<file path="config.mk">
export PLATFORM = sky130hd
export DESIGN_NAME = variable_width_bit_packer
export DESIGN_NICKNAME = d
export VERILOG_FILES = /design/src/vlp_pkg.sv /design/src/vlp_datapath.sv /design/src/vlp_ctrl.sv /design/src/variable_width_bit_packer.sv
export SDC_FILE = /design/constraint.sdc
export NUM_CORES = 1
export LEC_CHECK = 0
export BUFFER_PORTS_ARGS = -buffer_cell sky130_fd_sc_hd__buf_4
export CAP_MARGIN = 25
export CORE_UTILIZATION = 33
export CTS_CLUSTER_SIZE = 24
export DETAILED_ROUTE_END_ITERATION = 6
export GPL_TIMING_DRIVEN = 0
export SYNTH_ARGS = -nofsm -noshare
export SYNTH_HDL_FRONTEND = slang
export SYNTH_SLANG_ARGS = --single-unit
</file>
<file path="constraint.sdc">
create_clock -name i_clk -period 3.7 [get_ports i_clk]
set_input_delay 0.185 -clock i_clk [delete_from_list [all_inputs] [get_ports i_clk]]
set_output_delay 0.185 -clock i_clk [all_outputs]
set_load 0.02 [all_outputs]
</file>
<file path="src/vlp_pkg.sv">
// Shared constants, codes and control types for the variable-width bit packer.
package vlp_pkg;

    localparam int CWM_DEFAULT  = 24;  // default widest code in bits
    localparam int BYTE_W       = 8;
    localparam int CODE_W_W     = 6;   // code_width field
    localparam int CODE_V_W     = 24;  // code_value field
    localparam int STATUS_W     = 2;
    localparam int PEND_W       = 3;
    localparam int IN_TDATA_W   = 32;
    localparam int OUT_TDATA_W  = 16;
    localparam int OUT_PAD_W    = OUT_TDATA_W - BYTE_W - STATUS_W - PEND_W;
    localparam int IN_PAD_W     = IN_TDATA_W - CODE_W_W - CODE_V_W;

    // result status codes
    localparam logic [STATUS_W-1:0] ST_OK        = 2'd0;
    localparam logic [STATUS_W-1:0] ST_BAD_WIDTH = 2'd1;
    localparam logic [STATUS_W-1:0] ST_BAD_CODE  = 2'd2;

    // request types
    localparam logic REQ_PUT   = 1'b0;
    localparam logic REQ_FLUSH = 1'b1;

    // kind of work latched for the current item
    localparam logic [1:0] KIND_PUT   = 2'd0;
    localparam logic [1:0] KIND_FLUSH = 2'd1;
    localparam logic [1:0] KIND_ERR_W = 2'd2;
    localparam logic [1:0] KIND_ERR_C = 2'd3;

    typedef struct packed {
        logic accept;  // latch the input item
        logic step;    // load one result into the output register
    } t_dp_cmd;

    typedef struct packed {
        logic out_free;    // output register empty or being taken
        logic has_result;  // item on the input causes at least one result
        logic step_last;   // the next result is the last of the item
    } t_dp_status;

endpackage

</file>
<file path="src/vlp_datapath.sv">
// Datapath of the bit packer: accumulator, input checks and output register.
module vlp_datapath
    import vlp_pkg::*;
#(
    parameter int CODE_WIDTH_MAX = CWM_DEFAULT
) (
    input  logic                   i_clk,
    input  logic                   i_rst_n,
    input  logic                   i_req_type,
    input  logic [CODE_W_W-1:0]    i_code_width,
    input  logic [CODE_V_W-1:0]    i_code_value,
    input  t_dp_cmd                i_cmd,
    output t_dp_status             o_status,
    input  logic                   i_m_tready,
    output logic                   o_m_tvalid,
    output logic [OUT_TDATA_W-1:0] o_m_tdata,
    output logic                   o_m_tuser,
    output logic                   o_m_tlast
);

    localparam int ACC_W = CODE_WIDTH_MAX + BYTE_W - 1;
    localparam int CNT_W = $clog2(ACC_W + 1);

    // accumulator is MSB aligned: the top r_cnt bits are valid, the rest zero
    logic [ACC_W-1:0]    r_acc, n_acc;
    logic [CNT_W-1:0]    r_cnt, n_cnt;
    logic [1:0]          r_kind, n_kind;

    logic                r_out_valid, n_out_valid;
    logic [BYTE_W-1:0]   r_out_byte, n_out_byte;
    logic                r_out_bv, n_out_bv;
    logic [STATUS_W-1:0] r_out_status, n_out_status;
    logic [PEND_W-1:0]   r_out_pend, n_out_pend;
    logic                r_out_last, n_out_last;

    logic                w_bad_width;
    logic                w_bad_code;
    logic [ACC_W-1:0]    w_code_ext;
    logic [CNT_W-1:0]    w_sum_cnt;
    logic [CNT_W-1:0]    w_shamt;
    logic [ACC_W-1:0]    w_put_acc;
    logic [CNT_W-1:0]    w_cnt_less;

    always_comb begin
        w_bad_width = (i_code_width == '0) ||
                      (i_code_width > CODE_W_W'(CODE_WIDTH_MAX));
        w_bad_code  = (i_code_width < CODE_W_W'(CODE_V_W)) &&
                      ((i_code_value >> i_code_width) != '0);
        w_code_ext  = ACC_W'(i_code_value);
        w_sum_cnt   = r_cnt + CNT_W'(i_code_width);
        w_shamt     = CNT_W'(ACC_W) - w_sum_cnt;
        w_put_acc   = r_acc | (w_code_ext << w_shamt);
        w_cnt_less  = r_cnt - CNT_W'(BYTE_W);
    end

    assign o_status.out_free   = !r_out_valid || i_m_tready;
    assign o_status.has_result = (i_req_type == REQ_FLUSH) || w_bad_width || w_bad_code ||
                                 (w_sum_cnt >= CNT_W'(BYTE_W));
    assign o_status.step_last  = (r_kind != KIND_PUT) || (w_cnt_less < CNT_W'(BYTE_W));

    always_comb begin
        n_acc        = r_acc;
        n_cnt        = r_cnt;
        n_kind       = r_kind;
        n_out_valid  = r_out_valid;
        n_out_byte   = r_out_byte;
        n_out_bv     = r_out_bv;
        n_out_status = r_out_status;
        n_out_pend   = r_out_pend;
        n_out_last   = r_out_last;

        if (i_cmd.accept) begin
            if (i_req_type == REQ_FLUSH) begin
                n_kind = KIND_FLUSH;
            end else if (w_bad_width) begin
                n_kind = KIND_ERR_W;
            end else if (w_bad_code) begin
                n_kind = KIND_ERR_C;
            end else begin
                n_kind = KIND_PUT;
                n_acc  = w_put_acc;
                n_cnt  = w_sum_cnt;
            end
        end

        if (i_cmd.step) begin
            n_out_valid  = 1'b1;
            n_out_byte   = '0;
            n_out_bv     = 1'b0;
            n_out_status = ST_OK;
            n_out_pend   = '0;
            n_out_last   = 1'b1;
            case (r_kind)
                KIND_PUT: begin
                    n_out_byte = r_acc[ACC_W-1 -: BYTE_W];
                    n_out_bv   = 1'b1;
                    n_out_last = (w_cnt_less < CNT_W'(BYTE_W));
                    n_acc      = r_acc << BYTE_W;
                    n_cnt      = w_cnt_less;
                end
                KIND_FLUSH: begin
                    // bits below the count are zero, so the byte is already padded
                    n_out_byte = r_acc[ACC_W-1 -: BYTE_W];
                    n_out_bv   = (r_cnt != '0);
                    n_out_pend = r_cnt[PEND_W-1:0];
                    n_acc      = '0;
                    n_cnt      = '0;
                end
                KIND_ERR_W: begin
                    n_out_status = ST_BAD_WIDTH;
                end
                KIND_ERR_C: begin
                    n_out_status = ST_BAD_CODE;
                end
                default: begin
                    n_out_status = ST_OK;
                end
            endcase
        end else if (i_m_tready) begin
            n_out_valid = 1'b0;
        end
    end

    always_ff @(posedge i_clk) begin
        if (!i_rst_n) begin
            r_acc       <= '0;
            r_cnt       <= '0;
            r_out_valid <= 1'b0;
        end else begin
            r_acc       <= n_acc;
            r_cnt       <= n_cnt;
            r_out_valid <= n_out_valid;
        end
    end

    always_ff @(posedge i_clk) begin
        r_kind       <= n_kind;
        r_out_byte   <= n_out_byte;
        r_out_bv     <= n_out_bv;
        r_out_status <= n_out_status;
        r_out_pend   <= n_out_pend;
        r_out_last   <= n_out_last;
    end

    assign o_m_tvalid = r_out_valid;
    assign o_m_tdata  = {{OUT_PAD_W{1'b0}}, r_out_pend, r_out_status, r_out_byte};
    assign o_m_tuser  = r_out_bv;
    assign o_m_tlast  = r_out_last;

`ifndef SYNTHESIS
    a_step_needs_room: assert property (@(posedge i_clk) disable iff (!i_rst_n)
        i_cmd.step |-> (!r_out_valid || i_m_tready))
        else $error("result loaded over an untaken result");

    a_put_has_byte: assert property (@(posedge i_clk) disable iff (!i_rst_n)
        (i_cmd.step && r_kind == KIND_PUT) |-> (r_cnt >= CNT_W'(BYTE_W)))
        else $error("byte emitted with fewer than eight bits held");

    a_flush_clears: assert property (@(posedge i_clk) disable iff (!i_rst_n)
        (i_cmd.step && r_kind == KIND_FLUSH) |=> (r_cnt == '0 && r_acc == '0))
        else $error("flush left bits in the accumulator");

    a_idle_count: assert property (@(posedge i_clk) disable iff (!i_rst_n)
        (i_cmd.accept) |-> (r_cnt < CNT_W'(BYTE_W)))
        else $error("item accepted while whole bytes still held");
`endif

endmodule

</file>
<file path="src/vlp_ctrl.sv">
// Controller of the bit packer: accepts items and sequences result loads.
module vlp_ctrl
    import vlp_pkg::*;
(
    input  logic       i_clk,
    input  logic       i_rst_n,
    input  logic       i_s_tvalid,
    output logic       o_s_tready,
    input  t_dp_status i_status,
    output t_dp_cmd    o_cmd
);

    localparam logic S_IDLE = 1'b0;
    localparam logic S_EMIT = 1'b1;

    logic r_state, n_state;
    logic w_accept;

    assign o_s_tready   = (r_state == S_IDLE);
    assign w_accept     = i_s_tvalid && o_s_tready;
    assign o_cmd.accept = w_accept;
    assign o_cmd.step   = (r_state == S_EMIT) && i_status.out_free;

    always_comb begin
        n_state = r_state;
        case (r_state)
            S_IDLE: begin
                if (w_accept && i_status.has_result) begin
                    n_state = S_EMIT;
                end
            end
            S_EMIT: begin
                if (o_cmd.step && i_status.step_last) begin
                    n_state = S_IDLE;
                end
            end
            default: begin
                n_state = S_IDLE;
            end
        endcase
    end

    always_ff @(posedge i_clk) begin
        if (!i_rst_n) begin
            r_state <= S_IDLE;
        end else begin
            r_state <= n_state;
        end
    end

endmodule

</file>
<file path="src/variable_width_bit_packer.sv">
// MSB-first variable-width bit packer, top level. An item either appends a code of
// 1 to CODE_WIDTH_MAX bits to the bit stream or flushes the partial byte; every
// completed byte leaves as one result item, and invalid widths or oversize codes give
// a single error result without touching the stream. After an item is taken, the block
// loads one result per cycle, while the output is not stalled, into its single output
// register: a put that completes n bytes gives n results (n at most
// (CODE_WIDTH_MAX + 7) / 8), a flush or an error one result, and a put that completes
// no byte none. A stall on the output holds the loads. The next item is taken as soon
// as the last result of the current one is loaded, even while that result is still
// waiting on the output.
module variable_width_bit_packer
    import vlp_pkg::*;
#(
    parameter int CODE_WIDTH_MAX = CWM_DEFAULT
) (
    input  logic                   i_clk,
    input  logic                   i_rst_n,
    input  logic                   i_s_tvalid,
    output logic                   o_s_tready,
    input  logic [IN_TDATA_W-1:0]  i_s_tdata,   // code_width[5:0], code_value[29:6], zero
    input  logic                   i_s_tuser,   // req_type
    output logic                   o_m_tvalid,
    input  logic                   i_m_tready,
    output logic [OUT_TDATA_W-1:0] o_m_tdata,   // out_byte[7:0], status[9:8],
                                                // pending_bits[12:10], zero
    output logic                   o_m_tuser,   // byte_valid
    output logic                   o_m_tlast    // last
);

    t_dp_cmd    w_cmd;
    t_dp_status w_status;

    vlp_ctrl u_ctrl (
        .i_clk      (i_clk),
        .i_rst_n    (i_rst_n),
        .i_s_tvalid (i_s_tvalid),
        .o_s_tready (o_s_tready),
        .i_status   (w_status),
        .o_cmd      (w_cmd)
    );

    vlp_datapath #(
        .CODE_WIDTH_MAX (CODE_WIDTH_MAX)
    ) u_datapath (
        .i_clk        (i_clk),
        .i_rst_n      (i_rst_n),
        .i_req_type   (i_s_tuser),
        .i_code_width (i_s_tdata[CODE_W_W-1:0]),
        .i_code_value (i_s_tdata[CODE_W_W +: CODE_V_W]),
        .i_cmd        (w_cmd),
        .o_status     (w_status),
        .i_m_tready   (i_m_tready),
        .o_m_tvalid   (o_m_tvalid),
        .o_m_tdata    (o_m_tdata),
        .o_m_tuser    (o_m_tuser),
        .o_m_tlast    (o_m_tlast)
    );

endmodule
</file>
==> impl_metrics.prom <==
# TYPE chip_impl_metric gauge
chip_impl_metric{name="total_leakage_power",unit="nW"} 1.84
chip_impl_metric{name="final_area",unit="um2"} 4730
chip_impl_metric{name="grt_start_max_net_pins",unit=""} 20
chip_impl_info{name="worst_r2r_endpoint",value="u_datapath.r_acc[26]$_SDFF_PN0_"} 1
chip_impl_metric{name="slew-limit-headroom",unit="%"} 55.6
chip_impl_metric{name="avgSynthCellArea",unit="um2"} 9.38
chip_impl_metric{name="max-vdd-ir-drop",unit="uV"} 161
chip_impl_metric{name="place_congestion",unit=""} 0.917
chip_impl_metric{name="worst_ep_arrival_time",unit="ns"} 3.63
chip_impl_info{name="synth.area.top_cells",value="sky130_fd_sc_hd__dfxtp_1, sky130_fd_sc_hd__edfxtp_1, sky130_fd_sc_hd__mux4_2"} 1
chip_impl_info{name="ys_top_cells_by_count",value="sky130_fd_sc_hd__nand2_1, sky130_fd_sc_hd__dfxtp_1, sky130_fd_sc_hd__mux2i_1"} 1
chip_impl_metric{name="place.port_buffers",unit=""} 51
chip_impl_metric{name="sequential_cell_area",unit="um2"} 1270
chip_impl_info{name="postSynth.topFlopCell",value="sky130_fd_sc_hd__dfxtp_1"} 1
chip_impl_metric{name="overall_routing_resource_usage",unit="%"} 18.7
chip_impl_metric{name="rows",unit=""} 39
chip_impl_metric{name="synth_edf_count",unit=""} 17
chip_impl_metric{name="ys_seq_area_share",unit="%"} 31.8
chip_impl_metric{name="nNetsFinal",unit=""} 530
chip_impl_metric{name="grt_first_pass_wirelength",unit="mm"} 18.7
chip_impl_metric{name="ys.warnings.count",unit=""} 0
chip_impl_metric{name="areaGrowthSynthToFinish",unit="%"} 18.3
chip_impl_metric{name="drt_pass1_iterations",unit=""} 7
chip_impl_info{name="setup.worst_path.end_class",value="register"} 1
chip_impl_metric{name="synth_cells",unit=""} 426
chip_impl_metric{name="clkSlewWorstSetupHoldPaths",unit="ns"} 0.07
chip_impl_metric{name="maxCapViolCount",unit=""} 0
chip_impl_metric{name="achievable-frequency",unit="MHz"} 290
chip_impl_metric{name="setup_tns",unit="ns"} 0
chip_impl_metric{name="multiInputGateArea",unit="um2"} 2530
chip_impl_info{name="worst_r2r_startpoint",value="u_datapath.r_cnt[0]$_SDFFE_PN0P_"} 1
chip_impl_metric{name="drt_iter0_drc",unit=""} 215
chip_impl_info{name="largest_area_contributor_in_the_synthesized_netlist",value="sky130_fd_sc_hd__dfxtp_1"} 1
chip_impl_metric{name="fill_cells",unit=""} 1176
chip_impl_metric{name="floorplan.initialDensity",unit="%"} 34.4
chip_impl_metric{name="die-height",unit="um"} 112
chip_impl_metric{name="clockBufferDepth",unit=""} 2
chip_impl_metric{name="ff2ff_setup_slack",unit="ns"} 0.26
chip_impl_metric{name="via_count_of_the_first_global_routing_pass",unit=""} 3442
chip_impl_metric{name="skew",unit="ns"} 0.00517
chip_impl_metric{name="postCtsSetupBuffers",unit=""} 0
chip_impl_metric{name="antennaDiodeCount",unit=""} 0
chip_impl_info{name="failing_checks",value="design-rule violations"} 1
chip_impl_info{name="synth_most_common_cell",value="sky130_fd_sc_hd__nand2_1"} 1
chip_impl_metric{name="cts_inserted_buffers",unit=""} 5
chip_impl_info{name="hold_path.startpoint",value="i_rst_n"} 1
chip_impl_metric{name="holdPathStages",unit=""} 2
chip_impl_metric{name="ys_types",unit=""} 73
chip_impl_metric{name="drt_wl_total",unit="mm"} 11.4
chip_impl_metric{name="drc_errors",unit=""} 2
chip_impl_metric{name="post-place-ws",unit="ns"} 0.124
chip_impl_info{name="setup_repair_after_global_routing_missed_its_margin",value="no"} 1
chip_impl_metric{name="rr_worst_depth",unit=""} 10
chip_impl_metric{name="number_of_antenna_violations_at_the_first_check_in_global_routing",unit=""} 0
chip_impl_metric{name="design.portCount",unit=""} 57
chip_impl_metric{name="detail_route.vias_per_cell",unit=""} 5.72
chip_impl_metric{name="least_margin_pin_slew",unit="ns"} 0.666
chip_impl_metric{name="overflow",unit=""} 0
chip_impl_metric{name="final_layout_size_suffix_gt1_share",unit="%"} 22.7
chip_impl_metric{name="crit_required",unit="ns"} 3.88
chip_impl_metric{name="dp_hpwl",unit="mm"} 9.11
chip_impl_metric{name="async_flop_share",unit="%"} 0
chip_impl_metric{name="floorplan.die.width",unit="um"} 112
chip_impl_metric{name="synth_top_area_share",unit="%"} 19.0
chip_impl_metric{name="slew_violations",unit=""} 0
chip_impl_metric{name="remaining_number_of_nets_flagged_by_the_antenna_check_after_routing",unit=""} 0
chip_impl_info{name="hold_path.class",value="input pin to register"} 1
chip_impl_metric{name="final-setup-viol-count",unit=""} 0
chip_impl_metric{name="finalWorstSetupSlack",unit="ns"} 0.257
chip_impl_metric{name="clock-sinks",unit=""} 55
chip_impl_metric{name="clk_latency",unit="ns"} 0.29
chip_impl_info{name="cts-root-buf",value="sky130_fd_sc_hd__clkbuf_16"} 1
chip_impl_metric{name="period_minus_slack",unit="ns"} 3.44
chip_impl_metric{name="die_area",unit="um2"} 12600
chip_impl_metric{name="timing.critical_path.fanout_max",unit=""} 10
chip_impl_info{name="cp-start-kind",value="register"} 1
chip_impl_metric{name="yosys_register_bits",unit=""} 55
chip_impl_info{name="setup.worst_path.class",value="register to register"} 1
chip_impl_metric{name="netlist_area",unit="um2"} 4000
chip_impl_metric{name="hold_violations",unit=""} 0
chip_impl_metric{name="coreArea",unit="um2"} 11600
chip_impl_metric{name="final_period_utilization",unit="%"} 93.1
chip_impl_metric{name="powerDensity",unit="nW/um2"} 347
chip_impl_info{name="tritoncts",value="done"} 1
chip_impl_info{name="timing.hold.worst_endpoint",value="u_datapath.o_m_tvalid$_SDFFE_PN0P_"} 1
chip_impl_metric{name="dr_total_vias",unit=""} 3612
chip_impl_metric{name="dpl-instance-area",unit="um2"} 4570
chip_impl_info{name="result_of_the_run",value="finished, violations left"} 1
chip_impl_metric{name="ctsHtreeMaxLevel",unit=""} 2
chip_impl_metric{name="wire_per_inst",unit="um"} 18.1
## metrics by stage
step | hold WS [ns] | instances | utilization [%] | total power [mW]
3_3_place_gp | 0.429 | 622 | 39.3 | 1.16
2_1_floorplan | 0.303 | 428 | - | 1.00
6_report | 0.136 | 631 | 40.7 | 1.64
4_1_cts | 0.132 | 630 | 40.6 | 1.65
3_5_place_dp | 0.431 | 622 | 39.3 | 1.17
5_1_grt | 0.141 | 631 | 40.7 | 1.72
## worst max-delay path, cell delays in order, from the launching register on
cell and delay, ns:
sky130_fd_sc_hd__dfxtp_1 0.44, sky130_fd_sc_hd__ha_1 0.22, sky130_fd_sc_hd__inv_1 0.06, sky130_fd_sc_hd__fa_1 0.50, sky130_fd_sc_hd__clkbuf_1 0.49, sky130_fd_sc_hd__clkbuf_2 0.38
sky130_fd_sc_hd__mux4_2 0.36, sky130_fd_sc_hd__mux2i_1 0.39, sky130_fd_sc_hd__nand2_1 0.10, sky130_fd_sc_hd__a31oi_1 0.30, sky130_fd_sc_hd__o21ai_1 0.08
## area by class of cell
cell class / count / area share [%]
Buffer: 31 / 3.31
Clock buffer: 5 / 2.65
Clock inverter: 3 / 0.608
Inverter: 13 / 1.03
Multi-Input combinational cell: 329 / 53.5
Sequential cell: 55 / 26.9
Tap cell: 143 / 3.78
Timing Repair Buffer: 52 / 8.25
## where the power goes
part / switching (mW) / internal, mW
sequential: 0.0104 / 0.639
combinational: 0.309 / 0.204
clock: 0.220 / 0.258
total: 0.539 / 1.10
## routing by layer
| layer | share of wire, % | vias up | global-route usage [%] |
|---|---|---|---|
| li1 | - | 1732 | - |
| met1 | 48 | 1748 | 26.4 |
| met2 | 46 | 119 | 30.8 |
| met3 | 4.8 | 13 | 2.38 |
| met4 | 1.2 | 0 | 3.82 |
| met5 | 0 | - | 0 |
## worst max-delay path by stage
stage	slack, ns	from	to	depth (start not counted)
4_1_cts	0.15	u_datapath.r_cnt[0]$_SDFFE_PN0P_	u_datapath.r_acc[30]$_SDFF_PN0_	10
2_1_floorplan	0.86	u_datapath.r_cnt[0]$_SDFFE_PN0P_	u_datapath.r_acc[27]$_SDFF_PN0_	11
5_1_grt	0.07	u_datapath.r_cnt[0]$_SDFFE_PN0P_	u_datapath.r_acc[30]$_SDFF_PN0_	10
6_report	0.26	u_datapath.r_cnt[0]$_SDFFE_PN0P_	u_datapath.r_acc[26]$_SDFF_PN0_	10
3_5_place_dp	0.12	i_s_tdata[1]	u_datapath.r_acc[30]$_SDFF_PN0_	11
3_3_place_gp	0.15	i_s_tdata[1]	u_datapath.r_acc[30]$_SDFF_PN0_	11
## timing repair
action / CTS / global route
gates resized for setup: 0 / 4
hold buffers: 0 / 0
endpoints found under the setup margin: 0 / 8
## registers in the layout, summed over array words and instances (netlist names)
signal	count
u_datapath.o_m_tuser	1
u_datapath.r_kind	2
u_datapath.r_out_pend	3
u_datapath.o_m_tvalid	1
u_datapath.o_m_tlast	1
u_datapath.r_out_byte	8
u_datapath.r_out_status	2
u_datapath.r_acc	31
u_datapath.r_cnt	5
u_ctrl.r_state	1
## cell usage in the layout, fill, tap and decap left out, types with 17 or more instances in the layout
cell type	n
sky130_fd_sc_hd__buf_4	56
sky130_fd_sc_hd__nand2_1	45
sky130_fd_sc_hd__dfxtp_1	38
sky130_fd_sc_hd__mux2i_1	32
sky130_fd_sc_hd__nor2_1	26
sky130_fd_sc_hd__nor2b_1	18
sky130_fd_sc_hd__clkbuf_1	18
sky130_fd_sc_hd__a21oi_1	18
sky130_fd_sc_hd__mux4_2	18
sky130_fd_sc_hd__nor3_1	17
sky130_fd_sc_hd__edfxtp_1	17
## cells by family after synthesis
| family | synth area share (%) |
|---|---|
| buffers and inverters | 5.07 |
| DFF | 31.8 |
| other | 0.0938 |
| and+or+nand+nor | 16.1 |
| adders and majority gates | 2.07 |
| muxes | 20.6 |
| xor gates and xnor gates | 1.91 |
| AOI/OAI and AO/OA | 22.4 |
Power figures use the tool's default switching activity.
